File: src/design/tkst_pkg.sv
`timescale 1ns / 1ps

package tkst_pkg;

    localparam int CAPACITY_DEF = 10;
    localparam int KEY_BITS_DEF = 32;

    localparam logic [1:0] OP_INSERT = 2'd0;
    localparam logic [1:0] OP_SEARCH = 2'd1;
    localparam logic [1:0] OP_LIST   = 2'd2;
    localparam logic [1:0] OP_NONE   = 2'd3;

    typedef struct packed {
        logic [1:0]         opcode;
        logic [31:0]        player_key;
        logic signed [31:0] score;
    } t_cmd;

    typedef struct packed {
        logic               found;
        logic [31:0]        entry_key;
        logic signed [31:0] entry_score;
        logic               last;
    } t_result;

    // classified command as held in the queue; neither flag set means list
    typedef struct packed {
        logic               is_insert;
        logic               is_search;
        logic [31:0]        player_key;
        logic signed [31:0] score;
    } t_job;

    typedef struct packed {
        logic valid;
        t_job job;
    } t_queue_out;

    typedef struct packed {
        logic scanning;
        logic count_ok;
    } t_status;

endpackage

File: src/design/tkst_front.sv
`timescale 1ns / 1ps

module tkst_front (
    input  logic                 i_clk,
    input  logic                 i_rst_n,
    input  logic                 start,
    output logic                 busy,
    input  tkst_pkg::t_cmd       i_cmd,
    output tkst_pkg::t_queue_out o_queue,
    input  logic                 i_pop
);

    tkst_pkg::t_job r_q [2];
    logic [1:0]     r_cnt;
    logic [1:0]     n_cnt;
    logic           r_rd;
    logic           n_rd;
    logic           push;
    logic           pop;
    logic           wr;
    tkst_pkg::t_job job_in;

    assign busy = (r_cnt == 2'd2);
    assign push = start && !busy && (i_cmd.opcode != tkst_pkg::OP_NONE);
    assign pop  = i_pop && (r_cnt != 2'd0);
    assign wr   = r_rd ^ r_cnt[0];

    always_comb begin
        job_in.is_insert  = (i_cmd.opcode == tkst_pkg::OP_INSERT);
        job_in.is_search  = (i_cmd.opcode == tkst_pkg::OP_SEARCH);
        job_in.player_key = i_cmd.player_key;
        job_in.score      = i_cmd.score;
    end

    always_comb begin
        n_cnt = r_cnt + 2'(push) - 2'(pop);
        n_rd  = pop ? ~r_rd : r_rd;
    end

    assign o_queue.valid = (r_cnt != 2'd0);
    assign o_queue.job   = r_q[r_rd];

    always_ff @(posedge i_clk) begin
        if (!i_rst_n) begin
            r_cnt <= 2'd0;
            r_rd  <= 1'b0;
        end else begin
            r_cnt <= n_cnt;
            r_rd  <= n_rd;
        end
    end

    always_ff @(posedge i_clk) begin
        if (push) begin
            r_q[wr] <= job_in;
        end
    end

endmodule

File: src/design/tkst_back.sv
`timescale 1ns / 1ps

module tkst_back #(
    parameter int CAPACITY = tkst_pkg::CAPACITY_DEF,
    parameter int KEY_BITS = tkst_pkg::KEY_BITS_DEF
) (
    input  logic                 i_clk,
    input  logic                 i_rst_n,
    input  tkst_pkg::t_queue_out i_queue,
    output logic                 o_pop,
    output logic                 o_valid,
    output tkst_pkg::t_result    o_result,
    output tkst_pkg::t_status    o_status
);

    localparam int CW = $clog2(CAPACITY + 1);
    localparam int IW = (CAPACITY > 1) ? $clog2(CAPACITY) : 1;

    localparam logic ST_IDLE = 1'b0;
    localparam logic ST_SCAN = 1'b1;

    logic [KEY_BITS-1:0] r_key   [CAPACITY];
    logic signed [31:0]  r_score [CAPACITY];
    logic [KEY_BITS-1:0] n_key   [CAPACITY];
    logic signed [31:0]  n_score [CAPACITY];

    logic [CW-1:0]       r_count;
    logic [CW-1:0]       n_count;
    logic                r_state;
    logic                n_state;
    logic [IW-1:0]       r_step;
    logic [IW-1:0]       n_step;
    logic                r_search;
    logic                n_search;
    logic                r_hit;
    logic                n_hit;
    logic [KEY_BITS-1:0] r_tkey;
    logic [KEY_BITS-1:0] n_tkey;
    logic                r_valid;
    logic                n_valid;
    tkst_pkg::t_result   r_res;
    tkst_pkg::t_result   n_res;

    logic [CAPACITY-1:0] ge;
    logic [CAPACITY-1:0] prev_ge;
    logic [KEY_BITS-1:0] job_key;
    logic [CW-1:0]       last_idx;
    logic                last_step;

    assign job_key   = KEY_BITS'(i_queue.job.player_key);
    assign last_idx  = r_count - CW'(1);
    assign last_step = (r_step == IW'(last_idx));

    // per-cell order compare against the incoming score
    always_comb begin
        for (int i = 0; i < CAPACITY; i++) begin
            ge[i] = (CW'(i) < r_count) && (r_score[i] >= i_queue.job.score);
        end
        prev_ge[0] = 1'b1;
        for (int i = 1; i < CAPACITY; i++) begin
            prev_ge[i] = ge[i-1];
        end
    end

    always_comb begin
        for (int i = 0; i < CAPACITY; i++) begin
            n_key[i]   = r_key[i];
            n_score[i] = r_score[i];
        end
        n_count  = r_count;
        n_state  = r_state;
        n_step   = r_step;
        n_search = r_search;
        n_hit    = r_hit;
        n_tkey   = r_tkey;
        n_valid  = 1'b0;
        n_res    = '0;
        o_pop    = 1'b0;

        unique case (r_state)
            ST_IDLE: begin
                if (i_queue.valid) begin
                    o_pop = 1'b1;
                    if (i_queue.job.is_insert) begin
                        for (int i = 0; i < CAPACITY; i++) begin
                            if (!ge[i]) begin
                                if (prev_ge[i]) begin
                                    n_key[i]   = job_key;
                                    n_score[i] = i_queue.job.score;
                                end else begin
                                    n_key[i]   = r_key[(i > 0) ? i - 1 : 0];
                                    n_score[i] = r_score[(i > 0) ? i - 1 : 0];
                                end
                            end
                        end
                        if (!ge[CAPACITY-1] && (r_count != CW'(CAPACITY))) begin
                            n_count = r_count + CW'(1);
                        end
                    end else if (r_count == '0) begin
                        n_valid    = 1'b1;
                        n_res.last = 1'b1;
                    end else begin
                        n_state  = ST_SCAN;
                        n_step   = '0;
                        n_hit    = 1'b0;
                        n_search = i_queue.job.is_search;
                        n_tkey   = job_key;
                    end
                end
            end
            ST_SCAN: begin
                // rotate the held entries by one, head wraps to the last valid cell
                for (int i = 0; i < CAPACITY - 1; i++) begin
                    if (CW'(i) == last_idx) begin
                        n_key[i]   = r_key[0];
                        n_score[i] = r_score[0];
                    end else begin
                        n_key[i]   = r_key[i+1];
                        n_score[i] = r_score[i+1];
                    end
                end
                if (r_count == CW'(CAPACITY)) begin
                    n_key[CAPACITY-1]   = r_key[0];
                    n_score[CAPACITY-1] = r_score[0];
                end
                n_step = r_step + IW'(1);
                if (last_step) begin
                    n_state = ST_IDLE;
                end
                if (!r_search) begin
                    n_valid           = 1'b1;
                    n_res.found       = 1'b1;
                    n_res.entry_key   = 32'(r_key[0]);
                    n_res.entry_score = r_score[0];
                    n_res.last        = last_step;
                end else if (!r_hit && (r_key[0] == r_tkey)) begin
                    n_hit             = 1'b1;
                    n_valid           = 1'b1;
                    n_res.found       = 1'b1;
                    n_res.entry_key   = 32'(r_key[0]);
                    n_res.entry_score = r_score[0];
                    n_res.last        = 1'b1;
                end else if (!r_hit && last_step) begin
                    n_valid    = 1'b1;
                    n_res.last = 1'b1;
                end
            end
            default: begin
                n_state = ST_IDLE;
            end
        endcase
    end

    always_ff @(posedge i_clk) begin
        if (!i_rst_n) begin
            r_count <= '0;
            r_state <= ST_IDLE;
            r_valid <= 1'b0;
            r_hit   <= 1'b0;
        end else begin
            r_count <= n_count;
            r_state <= n_state;
            r_valid <= n_valid;
            r_hit   <= n_hit;
        end
    end

    always_ff @(posedge i_clk) begin
        for (int i = 0; i < CAPACITY; i++) begin
            r_key[i]   <= n_key[i];
            r_score[i] <= n_score[i];
        end
        r_step   <= n_step;
        r_search <= n_search;
        r_tkey   <= n_tkey;
        r_res    <= n_res;
    end

    assign o_valid           = r_valid;
    assign o_result          = r_res;
    assign o_status.scanning = (r_state == ST_SCAN);
    assign o_status.count_ok = (r_count <= CW'(CAPACITY));

endmodule

File: src/design/top_k_sorted_score_table_unit.sv
`timescale 1ns / 1ps

// top-k score table: keeps up to CAPACITY (key, score) entries, highest score first
// command channel: i_cmd is taken at a clock edge with start high and busy low
//   opcode insert places the entry after equal scores and drops the lowest when full
//   opcode search returns the first entry with that key, or one not-found word
//   opcode list returns every entry top down, last set on the final word
//   opcode 3 is taken and dropped without a result
// result channel: o_valid marks each o_result word for one cycle, no back-pressure
// a two-word queue separates command intake from the table engine
// insert: handled in the idle state, no result
// search or list on n entries: a dispatch from the idle state, then a table walk over the n entries
// list words come back to back
// empty table search or list: one not-found word with last set
// the table walk rotates the entries by one per cycle
// busy is high only while the queue holds two commands
// reset empties the table and the queue and clears o_valid
module top_k_sorted_score_table_unit #(
    parameter int CAPACITY = tkst_pkg::CAPACITY_DEF,
    parameter int KEY_BITS = tkst_pkg::KEY_BITS_DEF
) (
    input  logic              i_clk,
    input  logic              i_rst_n,
    input  logic              start,
    output logic              busy,
    input  tkst_pkg::t_cmd    i_cmd,
    output logic              o_valid,
    output tkst_pkg::t_result o_result
);

    tkst_pkg::t_queue_out queue;
    tkst_pkg::t_status    status;
    logic                 pop;

    tkst_front u_front (
        .i_clk   (i_clk),
        .i_rst_n (i_rst_n),
        .start   (start),
        .busy    (busy),
        .i_cmd   (i_cmd),
        .o_queue (queue),
        .i_pop   (pop)
    );

    tkst_back #(
        .CAPACITY (CAPACITY),
        .KEY_BITS (KEY_BITS)
    ) u_back (
        .i_clk    (i_clk),
        .i_rst_n  (i_rst_n),
        .i_queue  (queue),
        .o_pop    (pop),
        .o_valid  (o_valid),
        .o_result (o_result),
        .o_status (status)
    );

    a_count_range: assert property (@(posedge i_clk) disable iff (!i_rst_n)
        status.count_ok)
        else $error("entry count above capacity");

    a_miss_is_last: assert property (@(posedge i_clk) disable iff (!i_rst_n)
        (o_valid && !o_result.found) |-> o_result.last)
        else $error("not-found word without last");

    a_miss_is_zero: assert property (@(posedge i_clk) disable iff (!i_rst_n)
        (o_valid && !o_result.found) |->
        (o_result.entry_key == '0 && o_result.entry_score == '0))
        else $error("not-found word carries data");

    a_list_contiguous: assert property (@(posedge i_clk) disable iff (!i_rst_n)
        (o_valid && !o_result.last) |=> o_valid)
        else $error("gap inside a list");

    a_scan_open: assert property (@(posedge i_clk) disable iff (!i_rst_n)
        (o_valid && !o_result.last) |-> status.scanning)
        else $error("open list word outside a table walk");

endmodule
File: config.mk
export PLATFORM = sky130hd
export DESIGN_NAME = top_k_sorted_score_table_unit
export DESIGN_NICKNAME = d
export VERILOG_FILES = /design/src/design/tkst_pkg.sv /design/src/design/tkst_front.sv /design/src/design/tkst_back.sv /design/src/design/top_k_sorted_score_table_unit.sv
export SDC_FILE = /design/constraint.sdc
export NUM_CORES = 2
export LEC_CHECK = 0
export ABC_AREA = 1
export BUFFER_PORTS_ARGS = -buffer_cell sky130_fd_sc_hd__buf_2
export CAP_MARGIN = 20
export CORE_ASPECT_RATIO = 1.25
export CORE_UTILIZATION = 40
export CTS_CLUSTER_DIAMETER = 30
export DETAILED_ROUTE_END_ITERATION = 8
export GPL_ROUTABILITY_DRIVEN = 0
export HOLD_SLACK_MARGIN = 0.03
export RECOVER_POWER = 100
export SLEW_MARGIN = 20
export SYNTH_ARGS = -nofsm -noshare
export SYNTH_HDL_FRONTEND = slang
export SYNTH_SLANG_ARGS = --single-unit
File: constraint.sdc
create_clock -name i_clk -period 9.5 [get_ports i_clk]
set_input_delay 0.95 -clock i_clk [delete_from_list [all_inputs] [get_ports i_clk]]
set_output_delay 0.95 -clock i_clk [all_outputs]
set_load 0.02 [all_outputs]
* Yosys cells after proc, flatten, opt, wreduce, memory -nomap -nowiden *
Memory sizes are Yosys's and may differ from the RTL's. A register that Yosys moved wholly into a read port is not among the register bits.
Cells that the tools add are included.

storage, ports and cells
  register bits after elaboration = 113
  RAM bits = 772
  memories kept = 3

memory list
  memory          depth  width  read ports  clocked after Yosys merged registers in  wr ports  line              text
  u_back.r_key    10     32     10          0                                        10        tkst_back.sv:22   logic [KEY_BITS-1:0] r_key [CAPACITY];
  u_back.r_score  10     32     10          0                                        10        tkst_back.sv:23   logic signed [31:0] r_score [CAPACITY];
  u_front.r_q     2      66     1           1                                        1         tkst_front.sv:13  tkst_pkg::t_job r_q [2];

cells by class
  add/subtract/negate cells = 5
  order comparisons = 20
  equal/unequal tests = 20
  muxes and demuxes = 95
  bitwise logic cells = 5
  reductions and logical operators = 27

operators with widths
  operator                                                              count
  32-bit two-way mux                                                    58
  320-bit two-way mux                                                   4
  320-bit case mux with 2 select lines                                  2
  32-bit greater-or-equal comparator                                    10
  66-bit two-way mux                                                    1
  65-bit two-way mux                                                    1
  32-bit == test                                                        1
  1-bit two-way mux                                                     21
  3-bit by 4-bit == test with 1-bit output (first input constant)       4
  1-bit logical AND                                                     16
  3-bit by 4-bit < comparator with 1-bit output (first input constant)  4
  4-bit two-way mux                                                     3
  2-bit inequality test (second input constant)                         6
  4-bit by 1-bit adder with 4-bit output (second input constant)        2
  2-bit by 4-bit == test with 1-bit output (first input constant)       2
  4-bit logical NOT                                                     2
  1-bit by 4-bit < comparator with 1-bit output (first input constant)  2
  2-bit by 4-bit < comparator with 1-bit output (first input constant)  2
  4-bit < comparator (first input constant)                             2
  1-bit case mux with 2 select lines                                    4
  4-bit case mux with 2 select lines                                    1
  4-bit AND reduction                                                   2
  5-bit AND reduction                                                   1
  1-bit by 4-bit == test with 1-bit output (first input constant)       1
  other kinds (15)                                                      20

* Logic depth before layout (Yosys ltp) *
An unclocked memory read counts as a cell.

  depth after elaboration = 8
  gate-level depth with buffers = 26
  mapped depth without buffers = 23

* Modules after synthesis *
A second synthesis with hierarchy kept.

unflattened totals
  cells, all modules = 6986
  area, all modules = 56899.6 sq um

by module, submodules not included
  module      instances  cells an instance  area each (sq um)  sequential area each (sq um)
  tkst_back   1          6743               51738.4            21790.9
  tkst_front  1          243                5161.2             4043.9

* Worst setup path before layout *
No wires, ideal clock.

  kind = flip-flop to flip-flop
  from = register with a tool-made name
  to = memory u_back.r_key[0][0] (netlist bit) (enable)
  data arrival time = 4.355 ns
  required time = 9.076 ns
  path slack = 4.721 ns
  cell stages (with the launch flop) = 18
  buffers on the path = 5
  clock period less this slack = 4.779 ns
  path through = dfxtp_1 > buf_2 > buf_2 > mux2i_1 > clkbuf_1 > ha_1 > a21oi_1 > o21a_1 > nand2_1 > a21oi_1 > nand2_1 > nand2_1 > nand3_2 > nand2_1 > buf_4 > buf_4 > nand3_1 > nand2_1

RTL lines
  item              line
  end: declaration  tkst_back.sv:22

==> results.md <==
Synthesis:
- The unique cell type count in the Yosys netlist is 45.
- The number of nets produced by synthesis is 7464.
- By area the synthesized netlist is led by sky130_fd_sc_hd__edfxtp_1, sky130_fd_sc_hd__nand2_1, sky130_fd_sc_hd__nand3_1, sky130_fd_sc_hd__ha_1, sky130_fd_sc_hd__a21oi_1.
- In the synthesized netlist, the number of instances is 7065.
- The sequential fraction of the synthesis area is 45.59%.
- The average cell area after synthesis is 8.021 sq um.
- The largest total area in the synthesized netlist belongs to sky130_fd_sc_hd__edfxtp_1.
- The top cell type by area accounts for 42.87% of the synthesized area.
- Synthesis inferred 886 register bits.
- During synthesis, Yosys emitted a total of 0 warnings.
- After synthesis the cells add up to 56670 sq um.

STA:
- The clock skew after layout is 0.05493 ns.
- The hold violation count in the final report is 0.
- The worst slew margin relative to its limit is -154.7%.
- Summed over all failing endpoints, the final setup total negative slack is 0 ns.
- The number of pins exceeding their max-slew limit in the final report came to 818.
- The final critical-path share of the clock period is 80.72%.
- For the pin with the worst max-slew slack, the measured transition is 3.821 ns.
- The peak clock frequency supported by timing is 130.4 MHz.
- The clock period could shrink to 7.669 ns.
- Setup repair after global routing left no endpoint under its margin.
- The count of endpoints failing setup in the final report is 0.

Setup path:
- STA puts the critical path data arrival time at 8.16 ns.
- The critical path contains buffers and inverters numbering 2 combined.
- STA classifies the critical path startpoint as a register.
- The startpoint of the worst register-to-register path is u_back.r_state$_SDFF_PN0_.
- The launch point of the worst path is u_back.r_state$_SDFF_PN0_.
- The largest individual stage delay along the critical path comes from the cell sky130_fd_sc_hd__clkbuf_2.
- Traced cell by cell, the critical path runs through clkbuf_2, nor2_1, nand3_1, nand2_4, buf_4.
- The worst setup path is captured at a register.
- The stage delay of the slowest cell on the critical path is 2.92 ns.
- The start-to-end type of the worst setup path is reg2reg.
- Broken down by cell family, the worst path's largest delay share belongs to buffers and inverters.
- The critical path data required time is 9.99 ns.
- The largest fanout of any net on the critical path is 148.

Global route:
- The total routing usage reported by global routing is 29.39%.
- The number of global-route vias before repair is 50510.
- The maximum number of pins on one net before global-route repair is 226.
- The number of antenna violations at the first check in global routing was 8.
- After global routing the overflow that remains totals 0.
- The first global-routing pass estimated 318300 microns of wire.

CTS:
- The number of clock sinks is 886.
- The number of hold-repair buffers added at the cts stage is 0.
- The post-CTS clock slew at the launch and capture registers of the worst setup and hold paths is 0.05 ns.
- The number of gates resized after CTS was 0.
- The post-CTS repair timing setup buffer count is 0.
- The root buffer cell chosen for the clock tree is sky130_fd_sc_hd__clkbuf_16.
- TritonCTS built the clock tree.
- The later pin in the worst-skew pair is clocked with a latency of 0.85 ns.
- The worst-case clock buffer depth is 3.
- The H-tree generated during clock tree synthesis spans 4 levels.
- The number of clock buffers added by TritonCTS is 208.

Cells and area:
- The final standard cell area without fillers is 65400 sq um.
- The number of antenna diodes is 0.
- The number of nets in the layout is 7401.
- The area growth from synthesis to layout is 15.40%.
- Of the cells placed in the final design, the portion with a size suffix greater than 1 is 7.947%.
- The share of the core filled with cells in the final layout is 46.43%.

Power:
- The worst-case IR drop observed on VDD is 530.9 uV.
- The power share of the clock group is 24.9%.
- The analysis attributes to cell leakage a power of 29.20 nW.
- The register share of total power is 28.4%.
- The internal power of the cells totals 15.59 mW.
- In this run the power spent charging and discharging nets is 14.35 mW.
- The fraction of power spent switching nets is 47.94%.
- Power comes to 29.93 mW.
- Of the total power, combinational logic draws 46.7%.
- For this design the ratio of total power to cell area is 457.7 nW/um^2.

Routing:
- The per-cell routed wire length is 23.92 microns.
- The number of search-and-repair iterations in the first detailed-routing pass is 7.
- The remaining antenna violation count is 0.
- For this block, the routed nets add up to 216600 microns of wire.
- The detailed-route via count is 52820.
- In the routed design, unresolved DRC markers number 0.
- After detailed routing, the number of vias per cell comes to 5.832.
- The first routing iteration left 6012 violations.

Die:
- The chip width is 338.7 microns.
- The die is 422.8 microns tall.
- In this run the count of I/O pins placed on the die edge is 137.
- Once the floorplan was initialized, standard cells occupied 40.23% of the core.
- The area of the die is 143200 sq um.
- The core outline area is 140900 sq um.
- The number of rows created at floorplan is 154.

Placed design:
- The HPWL after detailed placement is 125800 microns.
- Summing all placed instances gives a cell area of 58530 sq um.
- During placement, the flow inserted port buffers numbering 136.

Min path:
- The worst min-delay path category is in2reg.
- The startpoint of the tightest hold check path is i_cmd[29].

Outcome:
- The flow ran to the end, but the final reports show violations.
- The final reports fail on max-capacitance violations, max-slew violations.

Job:
- The number of max-cap violations is 15.
==> cells by family (layout without fill, tap and decap cells) <==
group / count (synthesis) / after routing / share of synthesized area [%]
AO/OA/AOI/OAI: 1306 / 1306 / 11.99
multiplexers: 32 / 32 / 0.5674
AND/OR/NAND/NOR: 3199 / 3199 / 24.51
buffers and inverters: 1290 / 1410 / 9.714
adder cells (fa/ha/maj): 330 / 330 / 7.286
XOR/XNOR: 22 / 22 / 0.3533
flip-flops: 886 / 886 / 45.59
==> power by group through the flow <==
stage	clock, mW	combinational (mW)	sequential (mW)
2_1_floorplan	0	8.87	7.93
3_3_place_gp	0	13.4	8.43
3_5_place_dp	0	13.6	8.45
4_1_cts	7.49	13.7	8.41
5_1_grt	7.69	15.0	8.63
6_report	7.46	14.0	8.50
==> final cells by class <==
class | instances | area, sq um
clock buffers | 255 | 5590
clock inverters | 138 | 1724
fillers | 13600 | 75450
inverters | 747 | 2816
multi-input cells | 4889 | 25640
flip-flops and latches | 886 | 25840
well taps | 1872 | 2342
repair buffers | 270 | 1444
==> path summary, 6_finish.rpt <==
path | depth (start not counted) | endpoint | slack (ns)
max | 5 | u_back.r_score[9][6]$_DFFE_PP_ | 1.83
min | 1 | u_front.r_q[0][29]$_DFFE_PP_ | 0.29
max reg2reg | 5 | u_back.r_score[9][6]$_DFFE_PP_ | 1.83
min reg2reg | 1 | u_front.r_cnt[1]$_SDFF_PN0_ | 0.48
==> routing by layer <==
metal	global-route usage [%]	up-vias	share of wire, %
met2	48.08	3174	46
met3	6.362	755	10
met1	35.39	24930	37
met4	17.68	10	6.3
li1	-	23950	-
met5	0	-	0.036
==> registers in the layout, summed over array words and instances (netlist names), named ones only <==
register,count
u_back.o_result,66
u_back.o_valid,1
u_back.r_count,4
u_back.r_hit,1
u_back.r_key,320
u_back.r_score,320
u_back.r_search,1
u_back.r_state,1
u_back.r_step,4
u_back.r_tkey,32
u_front.r_cnt,2
u_front.r_q,132
u_front.r_rd,1
==> synthesized netlist by cell type (all sizes together) <==
| master | count |
|---|---|
| a211oi | 3 |
| a21boi | 1 |
| a21o | 7 |
| a21oi | 606 |
| a31oi | 1 |
| and2 | 1 |
| and3 | 2 |
| buf | 283 |
| clkbuf | 260 |
| dfxtp | 77 |
| edfxtp | 809 |
| ha | 330 |
| inv | 747 |
| mux2 | 1 |
| mux2i | 31 |
| nand2 | 1759 |
| nand3 | 1187 |
| nand3b | 4 |
| nand4 | 37 |
| nor2 | 189 |
| nor3 | 11 |
| nor3b | 1 |
| nor4 | 4 |
| nor4b | 1 |
| o211ai | 64 |
| o21a | 23 |
| o21ai | 596 |
| o21bai | 3 |
| o22ai | 2 |
| or2 | 3 |
| xnor2 | 7 |
| xor2 | 15 |
==> cells in the final DEF (no fill, tap or decap), types with 4 or more instances in the layout <==
cell type,n
sky130_fd_sc_hd__a21o_1,7
sky130_fd_sc_hd__ha_1,330
sky130_fd_sc_hd__xor2_1,14
sky130_fd_sc_hd__inv_2,7
sky130_fd_sc_hd__buf_4,87
sky130_fd_sc_hd__clkinvlp_4,18
sky130_fd_sc_hd__inv_4,7
sky130_fd_sc_hd__clkbuf_2,6
sky130_fd_sc_hd__clkinv_1,21
sky130_fd_sc_hd__inv_1,736
sky130_fd_sc_hd__clkinv_4,11
sky130_fd_sc_hd__o21a_1,23
sky130_fd_sc_hd__nand2_4,20
sky130_fd_sc_hd__xnor2_1,7
sky130_fd_sc_hd__nor2_2,8
sky130_fd_sc_hd__clkinv_2,30
sky130_fd_sc_hd__edfxtp_1,809
sky130_fd_sc_hd__nor2_4,13
sky130_fd_sc_hd__buf_2,32
sky130_fd_sc_hd__nand2_1,1737
sky130_fd_sc_hd__nand3_1,1180
sky130_fd_sc_hd__clkbuf_16,215
sky130_fd_sc_hd__o211ai_1,64
sky130_fd_sc_hd__nor2_1,168
sky130_fd_sc_hd__mux2i_2,31
sky130_fd_sc_hd__clkbuf_1,176
sky130_fd_sc_hd__nand3_4,7
sky130_fd_sc_hd__clkbuf_8,6
sky130_fd_sc_hd__dfxtp_1,75
sky130_fd_sc_hd__nor3_1,10
sky130_fd_sc_hd__o21ai_1,124
sky130_fd_sc_hd__bufinv_16,29
sky130_fd_sc_hd__nand3b_1,4
sky130_fd_sc_hd__clkinv_16,5
sky130_fd_sc_hd__nand4_1,37
sky130_fd_sc_hd__o21ai_0,468
sky130_fd_sc_hd__o21ai_4,4
sky130_fd_sc_hd__inv_6,15
sky130_fd_sc_hd__a21oi_1,606
==> through the flow <==
stage / setup slack, ns / std cells / hold slack (ns)
floorplan: 4.721 / 7065 / 0.4388
global placement: 3.445 / 8662 / 0.4631
detailed placement: 3.438 / 8662 / 0.4674
CTS: 3.398 / 9055 / 0.2492
global route: 1.610 / 9057 / 0.2709
finish: 1.831 / 9057 / 0.2924
(Power assumes the default switching activity.)
